File: src/sv/bfe_pkg.sv
package bfe_pkg;

    localparam int KEY_W      = 32;
    localparam int CFG_W      = 11;
    localparam int DATA_W     = 64;
    localparam int BIT_SEL_W  = 6;
    localparam int DVD_W      = KEY_W - BIT_SEL_W;
    localparam int DIGIT_W    = 4;
    localparam int MUL_DIGITS = KEY_W / DIGIT_W;

    localparam logic [KEY_W-1:0] MIX_MULT  = 32'h045d_9f3b;
    localparam logic [CFG_W-1:0] WIU_RESET = 11'd1024;

    localparam logic [1:0] OP_INSERT = 2'd0;
    localparam logic [1:0] OP_QUERY  = 2'd1;
    localparam logic [1:0] OP_MERGE  = 2'd2;
    localparam logic [1:0] OP_NONE   = 2'd3;

    typedef enum logic [3:0] {
        ST_IDLE = 4'b0001,
        ST_HASH = 4'b0010,
        ST_DIV  = 4'b0100,
        ST_READ = 4'b1000
    } state_t;

    function automatic logic [KEY_W-1:0] mix_step(input logic [KEY_W-1:0] v);
        return v ^ (v >> 16);
    endfunction

    function automatic logic [KEY_W-1:0] digit_product(input logic [DIGIT_W-1:0] d);
        return MIX_MULT * {{(KEY_W-DIGIT_W){1'b0}}, d};
    endfunction

endpackage

File: src/sv/bfe_div.sv
module bfe_div
    import bfe_pkg::*;
(
    input  logic             clk,
    input  logic             rst_n,
    input  logic             start,
    input  logic [DVD_W-1:0] dividend,
    input  logic [CFG_W-1:0] divisor,
    output logic             valid,
    output logic [CFG_W-1:0] remainder
);

    // Restoring division, one dividend bit per cycle; only the remainder is kept.
    localparam int SCNT_W = $clog2(DVD_W);

    logic              running_reg, running_next;
    logic              valid_reg, valid_next;
    logic [SCNT_W-1:0] cnt_reg, cnt_next;
    logic [DVD_W-1:0]  dvd_reg, dvd_next;
    logic [CFG_W-1:0]  dsr_reg, dsr_next;
    logic [CFG_W-1:0]  rem_reg, rem_next;
    logic [CFG_W:0]    trial;

    assign trial = {rem_reg, dvd_reg[DVD_W-1]};

    always_comb
    begin
        running_next = running_reg;
        valid_next   = 1'b0;
        cnt_next     = cnt_reg;
        dvd_next     = dvd_reg;
        dsr_next     = dsr_reg;
        rem_next     = rem_reg;
        if (start)
        begin
            running_next = 1'b1;
            cnt_next     = '0;
            dvd_next     = dividend;
            dsr_next     = divisor;
            rem_next     = '0;
        end
        else if (running_reg)
        begin
            dvd_next = {dvd_reg[DVD_W-2:0], 1'b0};
            cnt_next = cnt_reg + 1'b1;
            if (trial >= {1'b0, dsr_reg})
                rem_next = CFG_W'(trial - {1'b0, dsr_reg});
            else
                rem_next = CFG_W'(trial);
            if (cnt_reg == SCNT_W'(DVD_W - 1))
            begin
                running_next = 1'b0;
                valid_next   = 1'b1;
            end
        end
    end

    always_ff @(posedge clk or negedge rst_n)
    begin
        if (!rst_n)
        begin
            running_reg <= 1'b0;
            valid_reg   <= 1'b0;
            cnt_reg     <= '0;
        end
        else
        begin
            running_reg <= running_next;
            valid_reg   <= valid_next;
            cnt_reg     <= cnt_next;
        end
    end

    always_ff @(posedge clk)
    begin
        dvd_reg <= dvd_next;
        dsr_reg <= dsr_next;
        rem_reg <= rem_next;
    end

    assign valid     = valid_reg;
    assign remainder = rem_reg;

endmodule

File: config.mk
export PLATFORM = sky130hd
export DESIGN_NAME = bfe_div
export DESIGN_NICKNAME = d
export VERILOG_FILES = /design/src/sv/bfe_pkg.sv /design/src/sv/bfe_div.sv
export SDC_FILE = /design/constraint.sdc
export NUM_CORES = 1
export LEC_CHECK = 0
export BUFFER_PORTS_ARGS = -buffer_cell sky130_fd_sc_hd__buf_4
export CAP_MARGIN = 20
export CORE_MARGIN = 5
export CORE_UTILIZATION = 40
export DETAILED_ROUTE_END_ITERATION = 16
export HOLD_SLACK_MARGIN = 0.05
export SYNTH_ARGS = -nofsm -noshare
export SYNTH_HDL_FRONTEND = slang
export SYNTH_SLANG_ARGS = --single-unit
File: constraint.sdc
create_clock -name clk -period 5.4 [get_ports clk]
set_input_delay 0.27 -clock clk [delete_from_list [all_inputs] [get_ports clk]]
set_output_delay 0.27 -clock clk [all_outputs]
set_load 0.01 [all_outputs]
==> summary.md <==
| Metric | Value |
|---|---|
| PwrDens | 396 mW/mm^2 |
| Syn Inst Count | 244 |
| Longest Clk Path Bufs | 2 |
| Total leakage power | 1.43 nW |
| Met3 wire length | 441 um |
| Placement row count | 30 |
| DRC violations left | 0 |
| Overall Power | 1.36 mW |
| Power share of the combinational group | 37.5% |
| Die span in x | about 94 um |
| Final Max Tran Viols | 0 |
| Fin nets | 348 |
| Vias in the first global route | approximately 2.0k |
| ANT cells | 0 |
| Power share of the clock group | between 20% and 30% |
| Filler cells | 649 |
| Initial core utilization | between 40% and 50% |
| Switching share of power | 33.9% |
| CTS tree | done |
| Register area share after synthesis | 53.1% |
| Final WL | 5710 um |
| Overflow after GRT | 0 |
| Critical Path RT | 5.62 ns |
| WP data arrival | around 2.9 ns |
| Via count | 2029 |
| Worst Setup End Kind | flop |
| First-pass GRT wire length | approximately 9600 um |
| Syn-to-layout area delta | 21.0% |
| P_sw | 0.461 mW |
| Startpoint Class | flop |
| Final setup viols | 0 |
| Crit Path Category | reg -> reg |
| Final Hold Violating Endpoints | 0 |
| Syn Nets | approximately 300 |
| Die ar. | ~0.0089 mm^2 |
| Period utilization | 50.2% |
| Post-Syn Area | 0.00284 mm^2 |
| Pre-antenna DRT Iters | 4 |
| Setup TNS | 0 ns |
| RSZ-0062 raised after global routing | false |
| Post-route antenna net violation count | 0 |
| Post-synth cell types | between 40 and 50 |
| Post-CTS sizing | 0 |
| Least-Margin Pin Slew | about 0.85 ns |
| Initial antenna violation count | 0 |
| Critical path's slowest cell | fa_1 |
| Setup Skew | approximately 0.007 ns |
| Ys async rst share | roughly 13% |
| HPWL after DPL | 4100 um |
| Register share of total power | 41.9% |
| Outcome | complete, no violations |
| Fmax | 369 MHz |
| Ys Warns | 0 |
| CP bufs+invs | 1 |
| Num CTS Buffers | 5 |
| VDD IR-drop max | 176 uV |
| # port buffers | 51 |
| Root Driver | clkbuf_8 |
| Routed length per instance | 14.6 um |
| Clk Latency, worst-skew pair | between 0.3 and 0.4 ns |
| Internal power | approximately 0.90 mW |
| Top Metal Used | met4 |
| Share of cells above drive strength 1 | 30.2% |
| Clock slew at reported path FFs | 0.10 ns |
| Die height | 94.2 um |
| Hold crit path type | in -> reg |
| Post-synth EDFFs | 37 |
| Avg Inst Size Synth | 11.6 um^2 |
| Met1 WL | 2450 um |
| Crit path cell chain | inv_1 -> ha_1 -> fa_1 -> nand2b_1 -> a21oi_1 -> o211a_1 -> o2111ai_1 -> a211o_1 -> a311oi_1 |
| Critical path's top delay family | compound AO/OA/AOI/OAI gates |
| Tmin final | 2.71 ns |
| Worst-path maximum fanout | 11 |
| DR iter-0 viols | 110 |
| IO Pins | 52 |
| CP max stage delay | 0.40 ns |
| H-tree lvl count | 2 |
| Count of state elements after synthesis | 55 |
| Slew HR | between 40 and 50% |
| Max FFs per register | 26 |
| Core Area | 0.00683 mm^2 |
| Detailed route wirelength on metal2 | 2730 um |
| Max-Cap Viols | 0 |
| Gr usage total | 13.8% |
| Largest net degree at the start of global routing | 60 |
| Sink Count | 55 |
| Synth Flop Type | edfxtp_1 |
| Via-to-Cell Ratio | 5.19 |
| Global placer's final weighted congestion | between 0.8 and 0.9 |
## routing by layer
layer	vias up	track usage (%)
met5	-	0
met3	9	4.33
li1	1012	-
met4	0	4.57
met1	948	16.7
met2	60	23.2
## power groups by stage
stage	Sequential, mW	Clock, mW	Combinational (mW)
global placement	0.580	0	0.502
finish	0.570	0.279	0.511
CTS	0.572	0.291	0.512
global route	0.579	0.307	0.578
detailed placement	0.581	0	0.509
floorplan	0.576	0	0.339
## what timing repair did
action / 4_1_cts / 5_1_grt
hold buffers: 1 / 0
endpoints found under the hold margin: 7 / 0
buffers inserted: 0 / 0
setup endpoints to repair: 0 / 0
## worst reg2reg max path, stage by stage (launching register included)
cell	delay [ns]
edfxtp_1	0.37
inv_1	0.05
ha_1	0.21
fa_1	0.40
nand2b_1	0.17
a21oi_1	0.18
o211a_1	0.20
o2111ai_1	0.40
a211o_1	0.40
a311oi_1	0.24
## layout by cell type, fill, tap and decap left out, types with 2 or more instances in the layout
cell	n
buf_4	52
edfxtp_1	37
mux2_2	26
nor2_1	20
inv_1	15
o21ai_0	13
ha_1	13
dfxtp_1	11
nand2_1	9
a21oi_1	9
nand3_1	8
a311oi_1	7
dfrtp_1	7
nand2b_1	6
a211oi_1	5
xor2_1	5
clkbuf_8	5
xnor2_1	4
nor2b_1	3
a21o_1	2
and3_1	2
a211o_1	2
o2111ai_1	2
nor3b_1	2
nand4_1	2
o21a_1	2
o32ai_1	2
## area by class of cell
class	count	area [um^2]	share of cell area [%]
sequential	55	1510	43.9
multi-input combinational	163	1230	35.9
timing repair buffer	54	405	11.8
tap	96	120	3.50
clock buffer	6	72.6	2.11
inverter	15	56.3	1.64
clock inverter	2	41.3	1.20
## cells in the mapped netlist (2+ instances only)
| cell | instances | area (um^2) |
|---|---|---|
| nand2b_1 | 6 | 37.5 |
| clkbuf_1 | 7 | 26.3 |
| nor3b_1 | 2 | 15.0 |
| xnor2_1 | 4 | 35.0 |
| ha_1 | 13 | 163 |
| a311oi_1 | 7 | 61.3 |
| a21oi_1 | 9 | 45.0 |
| a21o_1 | 2 | 15.0 |
| nor2_1 | 20 | 75.1 |
| o2111ai_1 | 2 | 17.5 |
| a211o_1 | 2 | 17.5 |
| xor2_1 | 5 | 43.8 |
| buf_2 | 2 | 10.0 |
| nor2b_1 | 3 | 18.8 |
| nand2_1 | 9 | 33.8 |
| nand3_1 | 8 | 40.0 |
| nand4_1 | 2 | 12.5 |
| a211oi_1 | 5 | 37.5 |
| dfrtp_1 | 7 | 175 |
| edfxtp_1 | 37 | 1110 |
| and3_1 | 2 | 12.5 |
| mux2_2 | 26 | 293 |
| o21a_1 | 2 | 15.0 |
| buf_1 | 2 | 7.51 |
| inv_1 | 15 | 56.3 |
| dfxtp_1 | 11 | 220 |
| o32ai_1 | 2 | 17.5 |
| o21ai_0 | 13 | 65.1 |
## per-stage QoR
stage          setup slack [ns]  area (um^2)  std cells  hold slack [ns]  util, %
2_1_floorplan              3.19         2840        244          -0.0256        -
3_5_place_dp               2.72         3300        381           0.0892     48.4
3_3_place_gp               2.80         3300        381           0.0892     48.4
5_1_grt                    2.41         3430        391            0.103     50.3
4_1_cts                    2.68         3430        390            0.113     50.2
6_report                   2.69         3430        391            0.130     50.3
## final timing paths
check	slack, ns	from	cells after the start	endpoint
worst max-delay path	2.69	dvd_reg[25]	9	remainder[4]
min in group asynchronous	0.29	rst_n	2	cnt_reg[0]
worst max register to register	2.69	dvd_reg[25]	9	remainder[4]
worst min register to register	0.54	remainder[8]	2	remainder[8]
worst min-delay path	0.13	divisor[4]	1	dsr_reg[4]
max in group asynchronous	4.99	rst_n	2	valid
## logic make-up (layout without fill, tap and decap cells)
group           count (synthesis)  count (layout)  synth area share, %
simple gates                   59              59                 10.4
fa+ha+maj                      14              14                 6.44
buf+inv                        26              77                 3.53
flops                          55              55                 53.1
xor+xnor                        9               9                 2.78
mux                            26              26                 10.3
compound gates                 55              55                 13.5
No activity file was read; power rests on OpenSTA's default activity.
