`config.mk`:
```
export PLATFORM = sky130hd
export DESIGN_NAME = bfe_hash
export DESIGN_NICKNAME = d
export VERILOG_FILES = /design/src/sv/bfe_pkg.sv /design/src/sv/bfe_hash.sv
export SDC_FILE = /design/constraint.sdc
export NUM_CORES = 1
export LEC_CHECK = 0
export ABC_CLOCK_PERIOD_IN_PS = 5200
export BUFFER_PORTS_ARGS = -buffer_cell sky130_fd_sc_hd__buf_2
export CORE_MARGIN = 1
export CORE_UTILIZATION = 40
export CTS_CLUSTER_DIAMETER = 30
export DETAILED_ROUTE_END_ITERATION = 10
export GPL_TIMING_DRIVEN = 0
export PLACE_DENSITY_LB_ADDON = 0.08
export SETUP_SLACK_MARGIN = 0.5
export SLEW_MARGIN = 20
export SYNTH_ARGS = -nofsm -noshare
export SYNTH_HDL_FRONTEND = slang
export SYNTH_SLANG_ARGS = --single-unit
```
`constraint.sdc`:
```
create_clock -name clk -period 5.2 [get_ports clk]
set_input_delay 0.78 -clock clk [delete_from_list [all_inputs] [get_ports clk]]
set_output_delay 0.78 -clock clk [all_outputs]
set_load 0.005 [all_outputs]
```
`src/sv/bfe_pkg.sv`:
```
package bfe_pkg;

    localparam int KEY_W      = 32;
    localparam int CFG_W      = 11;
    localparam int DATA_W     = 64;
    localparam int BIT_SEL_W  = 6;
    localparam int DVD_W      = KEY_W - BIT_SEL_W;
    localparam int DIGIT_W    = 4;
    localparam int MUL_DIGITS = KEY_W / DIGIT_W;

    localparam logic [KEY_W-1:0] MIX_MULT  = 32'h045d_9f3b;
    localparam logic [CFG_W-1:0] WIU_RESET = 11'd1024;

    localparam logic [1:0] OP_INSERT = 2'd0;
    localparam logic [1:0] OP_QUERY  = 2'd1;
    localparam logic [1:0] OP_MERGE  = 2'd2;
    localparam logic [1:0] OP_NONE   = 2'd3;

    typedef enum logic [3:0] {
        ST_IDLE = 4'b0001,
        ST_HASH = 4'b0010,
        ST_DIV  = 4'b0100,
        ST_READ = 4'b1000
    } state_t;

    function automatic logic [KEY_W-1:0] mix_step(input logic [KEY_W-1:0] v);
        return v ^ (v >> 16);
    endfunction

    function automatic logic [KEY_W-1:0] digit_product(input logic [DIGIT_W-1:0] d);
        return MIX_MULT * {{(KEY_W-DIGIT_W){1'b0}}, d};
    endfunction

endpackage

```
`src/sv/bfe_hash.sv`:
```
module bfe_hash
    import bfe_pkg::*;
(
    input  logic             clk,
    input  logic             rst_n,
    input  logic             start,
    input  logic [KEY_W-1:0] key,
    output logic             valid,
    output logic [KEY_W-1:0] hash
);

    // Each multiplication takes one nibble of the operand per cycle, most
    // significant first, and accumulates by Horner's rule modulo 2^32.
    localparam int DCNT_W = $clog2(MUL_DIGITS);

    logic              running_reg, running_next;
    logic              pass_reg, pass_next;
    logic              valid_reg, valid_next;
    logic [DCNT_W-1:0] cnt_reg, cnt_next;
    logic [KEY_W-1:0]  opnd_reg, opnd_next;
    logic [KEY_W-1:0]  acc_reg, acc_next;
    logic [KEY_W-1:0]  hash_reg, hash_next;
    logic [KEY_W-1:0]  acc_sum;

    assign acc_sum = {acc_reg[KEY_W-DIGIT_W-1:0], {DIGIT_W{1'b0}}}
                   + digit_product(opnd_reg[KEY_W-1 -: DIGIT_W]);

    always_comb
    begin
        running_next = running_reg;
        pass_next    = pass_reg;
        valid_next   = 1'b0;
        cnt_next     = cnt_reg;
        opnd_next    = opnd_reg;
        acc_next     = acc_reg;
        hash_next    = hash_reg;
        if (start)
        begin
            running_next = 1'b1;
            pass_next    = 1'b0;
            cnt_next     = '0;
            opnd_next    = mix_step(key);
            acc_next     = '0;
        end
        else if (running_reg)
        begin
            opnd_next = {opnd_reg[KEY_W-DIGIT_W-1:0], {DIGIT_W{1'b0}}};
            acc_next  = acc_sum;
            cnt_next  = cnt_reg + 1'b1;
            if (cnt_reg == DCNT_W'(MUL_DIGITS - 1))
            begin
                cnt_next = '0;
                acc_next = '0;
                if (!pass_reg)
                begin
                    pass_next = 1'b1;
                    opnd_next = mix_step(acc_sum);
                end
                else
                begin
                    running_next = 1'b0;
                    valid_next   = 1'b1;
                    hash_next    = mix_step(acc_sum);
                end
            end
        end
    end

    always_ff @(posedge clk or negedge rst_n)
    begin
        if (!rst_n)
        begin
            running_reg <= 1'b0;
            pass_reg    <= 1'b0;
            valid_reg   <= 1'b0;
            cnt_reg     <= '0;
        end
        else
        begin
            running_reg <= running_next;
            pass_reg    <= pass_next;
            valid_reg   <= valid_next;
            cnt_reg     <= cnt_next;
        end
    end

    always_ff @(posedge clk)
    begin
        opnd_reg <= opnd_next;
        acc_reg  <= acc_next;
        hash_reg <= hash_next;
    end

    assign valid = valid_reg;
    assign hash  = hash_reg;

endmodule

```
==> results of run 1 <==
==> path summary, 6_finish.rpt <==
kind	from	slack (ps)	end
max	opnd_reg[29]$_DFFE_PP_	520	opnd_reg[15]$_DFFE_PP_
min	rst_n	240	running_reg$_DFF_PN0_
min in group clk	acc_reg[22]$_SDFFE_PP0P_	480	acc_reg[22]$_SDFFE_PP0P_
max reg2reg	opnd_reg[29]$_DFFE_PP_	520	opnd_reg[15]$_DFFE_PP_
max in group asynchronous	rst_n	4820	cnt_reg[0]$_DFFE_PN0P_
min reg2reg	acc_reg[22]$_SDFFE_PP0P_	480	acc_reg[22]$_SDFFE_PP0P_
==> cell usage after synthesis (6+ instances only) <==
| master | number |
|---|---|
| inv_1 | 58 |
| edfxtp_1 | 64 |
| a21o_1 | 17 |
| dfxtp_1 | 28 |
| a21oi_1 | 41 |
| xnor2_1 | 31 |
| ha_1 | 49 |
| xor2_1 | 16 |
| nand3_1 | 14 |
| o21ai_0 | 47 |
| mux2i_1 | 17 |
| clkbuf_1 | 24 |
| a2bb2oi_1 | 7 |
| o22ai_1 | 7 |
| fa_1 | 28 |
| nor2_1 | 38 |
| nor3_1 | 8 |
| nand2_1 | 63 |
| dfrtp_1 | 6 |
| a22o_1 | 14 |
==> logic make-up after synthesis <==
kind of cell | count (synthesis)
AOI/OAI and AO/OA | 179
xor gates and xnor gates | 50
adders and majority gates | 77
buffers and inverters | 93
DFF | 98
muxes | 18
and+or+nand+nor | 163
==> metrics by stage <==
step	TNS [ps]	worst slack (ps)
2_1_floorplan	0	699
3_3_place_gp	-172	-172
3_5_place_dp	-134	-134
4_1_cts	0	460
5_1_grt	0	397
6_report	0	521
==> critical path, cell delays in order, from the launching register on <==
cell and delay, ps:
edfxtp_1 480, buf_4 200, ha_1 330, inv_1 80, fa_2 470, fa_1 520
inv_1 50, ha_2 200, a211o_4 330, a211o_4 370, nand4b_1 190, nand4_4 170
and3_4 240, a311oi_4 310, xor2_2 130, a211o_1 340
==> placed cells by master, fill, tap and decap left out, drive strengths merged, types with 2 or more instances in the layout <==
master,count
a211o,4
a211oi,4
a21o,17
a21oi,42
a22o,14
a2bb2oi,8
a311oi,2
a31o,2
a31oi,6
and2,5
and3,5
and4,3
buf,125
clkbuf,36
dfrtp,6
dfxtp,28
edfxtp,64
fa,28
ha,49
inv,61
mux2i,17
nand2,63
nand2b,5
nand3,14
nand4,6
nor2,38
nor3,8
o211ai,3
o21a,3
o21ai,49
o221ai,3
o22ai,7
o32ai,3
or2,3
or3,6
xnor2,31
xnor3,2
xor2,16
==> timing repair <==
action / CTS / global route
resized for setup: 54 / 58
pin swaps: 23 / 40
setup buffers: 24 / 23
setup endpoints to repair: 46 / 34
==> layout make-up <==
class,count,area [sq um]
plain buffers,34,189
clock inverters,4,35.0
clock buffers,12,289
inverters,59,231
repair buffers,115,719
well taps,220,275
multi-input cells,487,4330
fillers,1520,7940
flip-flops and latches,98,2630
==> metal layers <==
metal	global-route usage, %	share of wire (%)
met1	33.4	46
met2	38.5	45
met3	4.33	5.2
met4	11.4	3.6
met5	0	0
==> run summary, run 1 <==
Outcome -> complete, no violations
Initial antenna violation count -> 0
Setup-failing EPs final -> 0
Post-synthesis xor/xnor area fraction -> 7.01%
Vias in the first global route -> 5631
GRT Util Overall -> 24.7%
Die width -> 133 um
Placed insts -> 966
Crit. End Element -> register
Ys flop type -> edfxtp_1
Setup Skew -> 9.75 ps
Grt ovf -> 0
Via count of the routed design -> 5657
Synth cell types -> 79
First-pass GRT wire length -> 32400 um
Detailed Routing Iterations Pass 1 -> 5
Cell count after synthesis -> 678
CTS tree -> built
Fraction of layout cells with a size suffix above 1 -> 28.7%
Slew margin rel. -> 46.4%
DR WL/cell -> 20.9 um
Largest family of logic cells by synthesized area -> compound AO/OA/AOI/OAI gates
Cells on worst reg2reg path -> 15
Unrepaired setup endpoints after global routing -> true
Fraction of the mapped netlist area in adder cells -> 17.1%
Final WL -> 21500 um
WHS -> 236 ps
F_max -> 214 MHz
Core Area -> 0.0166 sq mm
Synth area leader -> edfxtp_1
Initial cell density of the core -> 41.2%
CP Data Required Time -> 5300 ps
CP max FO -> 5
Dpl cell area -> 0.00749 sq mm
Hold Path Class -> primary input to asynchronous set/reset pin
Tcrit/Tclk final -> 90.0%
Async set-reset flop share out of synthesis -> 6.12%
Synth top area share -> 28.1%
Boundary Pins -> 68
Mapped cell area -> 0.00685 sq mm
Clk buf depth -> 2
Post-detail-place hpwl -> 15600 um
Die area -> 0.0177 sq mm
Antenna cells -> 0
Clk_lat worst skew -> 360 ps
Post-synthesis compound-gate area fraction -> 17.8%
CTS Hold Bufs -> 0
Max-cap violation count -> 0
Die Y -> 133 um
Critical Path AT -> 4780 ps
Via/cell ratio -> 5.50
Ranking of synthesized cells by area -> edfxtp_1 (28%), ha_1 (8.9%), dfxtp_1 (8.2%)
Simple-gate area share of the yosys netlist -> 11.3%
Clk root buf -> clkbuf_16
GP Congestion -> 0.840
Non-filler cells, final -> 1029
Pin count of the biggest net entering global routing -> 42
Number of synthesized flops with an enable pin -> 64
1st-iter DRT viols -> 369
Antenna-violating nets left -> 0
Num Clock Sinks -> 98
Synth Warn # -> 0
Layout overhead on the synthesized area -> 27.0%
Port bufs -> 67
Post-synthesis sequential area ratio -> 38.4%
Post-route cell area -> 0.00870 sq mm
Num CTS Buffers -> 9
Post-synthesis mux area share -> 2.65%
DRC -> 0
Final nets -> 916
Final Hold Vio Count -> 0
Mean Syn Cell Area -> 10.1 sq um
Crit path launch type -> register
Max H-tree Level -> 3
Critical path type -> register to register
Yosys reg bits -> 98
Clock transition at the registers of the reported paths -> 70 ps
Final worst path period need -> 4680 ps
Cell row count -> 47
Least-Margin Pin Slew -> 800 ps
Util after Layout -> 52.3%
Max Slew Vio Count -> 0
Net Count, Synth -> 790
Power of run 1 is not shown: default switching activity piles up to over one toggle a cycle in this logic, so the estimate is an artifact.
==> inputs of run 2 (changes only) <==
--- a/config.mk
+++ b/config.mk
@@ -7,6 +7,8 @@
 export LEC_CHECK = 0
 export ABC_CLOCK_PERIOD_IN_PS = 5200
 export BUFFER_PORTS_ARGS = -buffer_cell sky130_fd_sc_hd__buf_2
+export CELL_PAD_IN_SITES_DETAIL_PLACEMENT = 1
+export CELL_PAD_IN_SITES_GLOBAL_PLACEMENT = 1
 export CORE_MARGIN = 1
 export CORE_UTILIZATION = 40
 export CTS_CLUSTER_DIAMETER = 30
==> run 2 against run 1 <==
  * Non-clock buffer count down 4
  * Clock skew up 3.9 ps
  * First-iteration DRC count fell by 7.0%
  * Register-to-register slack got worse by 70 ps
  * Critical path depth grew 3
  * Critical endpoint is now hash[10]$_DFFE_PP_
  * Highest routed layer unchanged
==> run summary, run 2 (synthesis gave the netlist of run 1 again) <==
Post-detail-place hpwl -> 17300 um
GRT Util Overall -> 27.0%
CP Data Required Time -> 5280 ps
Vias in the first global route -> 5934
Num Clock Sinks -> 98
Clk_lat worst skew -> 370 ps
Via/cell ratio -> 5.58
DRC -> 0
Initial cell density of the core -> 41.2%
Antenna-violating nets left -> 0
Fraction of layout cells with a size suffix above 1 -> 28.2%
1st-iter DRT viols -> 343
Outcome -> complete, no violations
GP Congestion -> 0.867
Grt met2 use -> 47.9%
Least-Margin Pin Slew -> 805 ps
GRT met3 Usage -> 3.45%
Clock transition at the registers of the reported paths -> 80 ps
Cell row count -> 47
Crit path max-delay family -> adder cells
DR WL/cell -> 23.0 um
Post-route cell area -> 0.00869 sq mm
Layout overhead on the synthesized area -> 26.9%
GRT Max-Usage Layer -> met2
Worst path cell trace -> buf_6 -> fa_2 -> inv_2 -> fa_1 -> fa_1 -> inv_2 -> ha_4 -> buf_6 -> a21o_1 -> a2bb2oi_4 -> o211ai_1 -> a21oi_2 -> buf_6 -> a211oi_2 -> or3_1 -> and2_4 -> clkbuf_8 -> xor2_1
Initial antenna violation count -> 0
Port bufs -> 67
Buffers & Inverters on Critical Path -> 6
Die Y -> 133 um
Grt ovf -> 0
Hold Path Class -> primary input to asynchronous set/reset pin
Antenna cells -> 0
Clk root buf -> clkbuf_16
Dpl cell area -> 0.00750 sq mm
WHS -> 220 ps
Final WL -> 23500 um
Crit path launch type -> register
Slowest cell on crit path -> fa_2
Boundary Pins -> 68
Max-cap violation count -> 0
CTS tree -> built
Setup Skew -> 13.7 ps
Most frequent CP cell -> buf_6
Crit. End Element -> register
Clk buf depth -> 2
Commonest non-fill, non-tap cells in the layout -> buf_2 (69), edfxtp_1 (64), nand2_1 (62), inv_1 (54), ha_1 (42)
Commonest non-fill, non-tap cell in the layout -> buf_2
Detailed Routing Iterations Pass 1 -> 5
Max H-tree Level -> 3
Final nets -> 912
Core Area -> 0.0166 sq mm
CP max FO -> 7
Slew margin rel. -> 46.3%
Die width -> 133 um
Setup-failing EPs final -> 0
Pin count of the biggest net entering global routing -> 42
Critical path type -> register to register
Num CTS Buffers -> 9
Die area -> 0.0177 sq mm
Final Hold Vio Count -> 0
Max Slew Vio Count -> 0
Via count of the routed design -> 5720
Critical Path AT -> 4830 ps
F_max -> 211 MHz
Slowest cell delay on critical path -> 570 ps
CTS Hold Bufs -> 0
Unrepaired setup endpoints after global routing -> true
Final worst path period need -> 4750 ps
Tcrit/Tclk final -> 91.3%
Met1 Usage GRT -> 34.0%
First-pass GRT wire length -> 35200 um
run 2: cell count changes in the layout (fill, tap and decap cells not counted), moves of 2 or more:
cell | before | now
xor2_1 | 10 | 12
inv_1 | 50 | 54
inv_4 | 3 | 0
o21ai_0 | 43 | 41
inv_6 | 2 | 4
inv_2 | 5 | 3
clkbuf_16 | 11 | 9
buf_4 | 46 | 41
xor2_2 | 6 | 3
o21ai_2 | 1 | 3
run 2: final cells by class:
| type | count | area (sq um) |
|---|---|---|
| inverters | 59 | 226 |
| multi-input cells | 487 | 4340 |
| clock buffers | 9 | 225 |
| fillers | 1848 | 7950 |
| well taps | 220 | 275 |
| plain buffers | 34 | 191 |
| repair buffers | 111 | 713 |
| flip-flops and latches | 98 | 2630 |
| clock inverters | 7 | 92.6 |
run 2: worst register-to-register path, cell delays in order, from the launching register on:
cell	delay, ps
edfxtp_1	430
buf_6	160
fa_2	570
inv_2	60
fa_1	500
fa_1	540
inv_2	50
ha_4	210
buf_6	130
a21o_1	180
a2bb2oi_4	230
o211ai_1	180
a21oi_2	170
buf_6	140
a211oi_2	80
or3_1	350
and2_4	170
clkbuf_8	140
xor2_1	160
run 2: path summary, 6_finish.rpt:
path	depth (start not counted)	to	startpoint	slack [ps]
worst max-delay path	18	hash[10]$_DFFE_PP_	opnd_reg[29]$_DFFE_PP_	450
worst min-delay path	1	cnt_reg[2]$_DFFE_PN0P_	rst_n	220
worst max register to register	18	hash[10]$_DFFE_PP_	opnd_reg[29]$_DFFE_PP_	450
worst min register to register	2	acc_reg[9]$_SDFFE_PP0P_	acc_reg[9]$_SDFFE_PP0P_	500
max in group asynchronous	1	valid$_DFF_PN0_	rst_n	4840
min in group clk	2	acc_reg[9]$_SDFFE_PP0P_	acc_reg[9]$_SDFFE_PP0P_	500
run 2: layer usage:
layer	up-vias	wire length (um)	share of wire, %
met5	-	0	0
met4	0	569	2.4
met3	37	722	3.1
met2	132	12200	52
met1	2896	10100	43
li1	2655	-	-
run 2: what timing repair did:
item	in CTS	in global routing
setup buffers	23	20
pin swaps	26	29
resized for setup	53	57
endpoints found under the setup margin	58	36
run 2: stage by stage:
step	setup TNS (ps)	std cells	util, %	worst slack [ps]
final	0	1025	52.2	455
after global routing	0	1025	52.2	336
after CTS	0	1005	49.6	444
after detailed placement	-116	966	45.1	-116
after global placement	-74.1	965	44.8	-67.8
after floorplan	0	678	-	699
Power of run 2 is left out for the same reason.
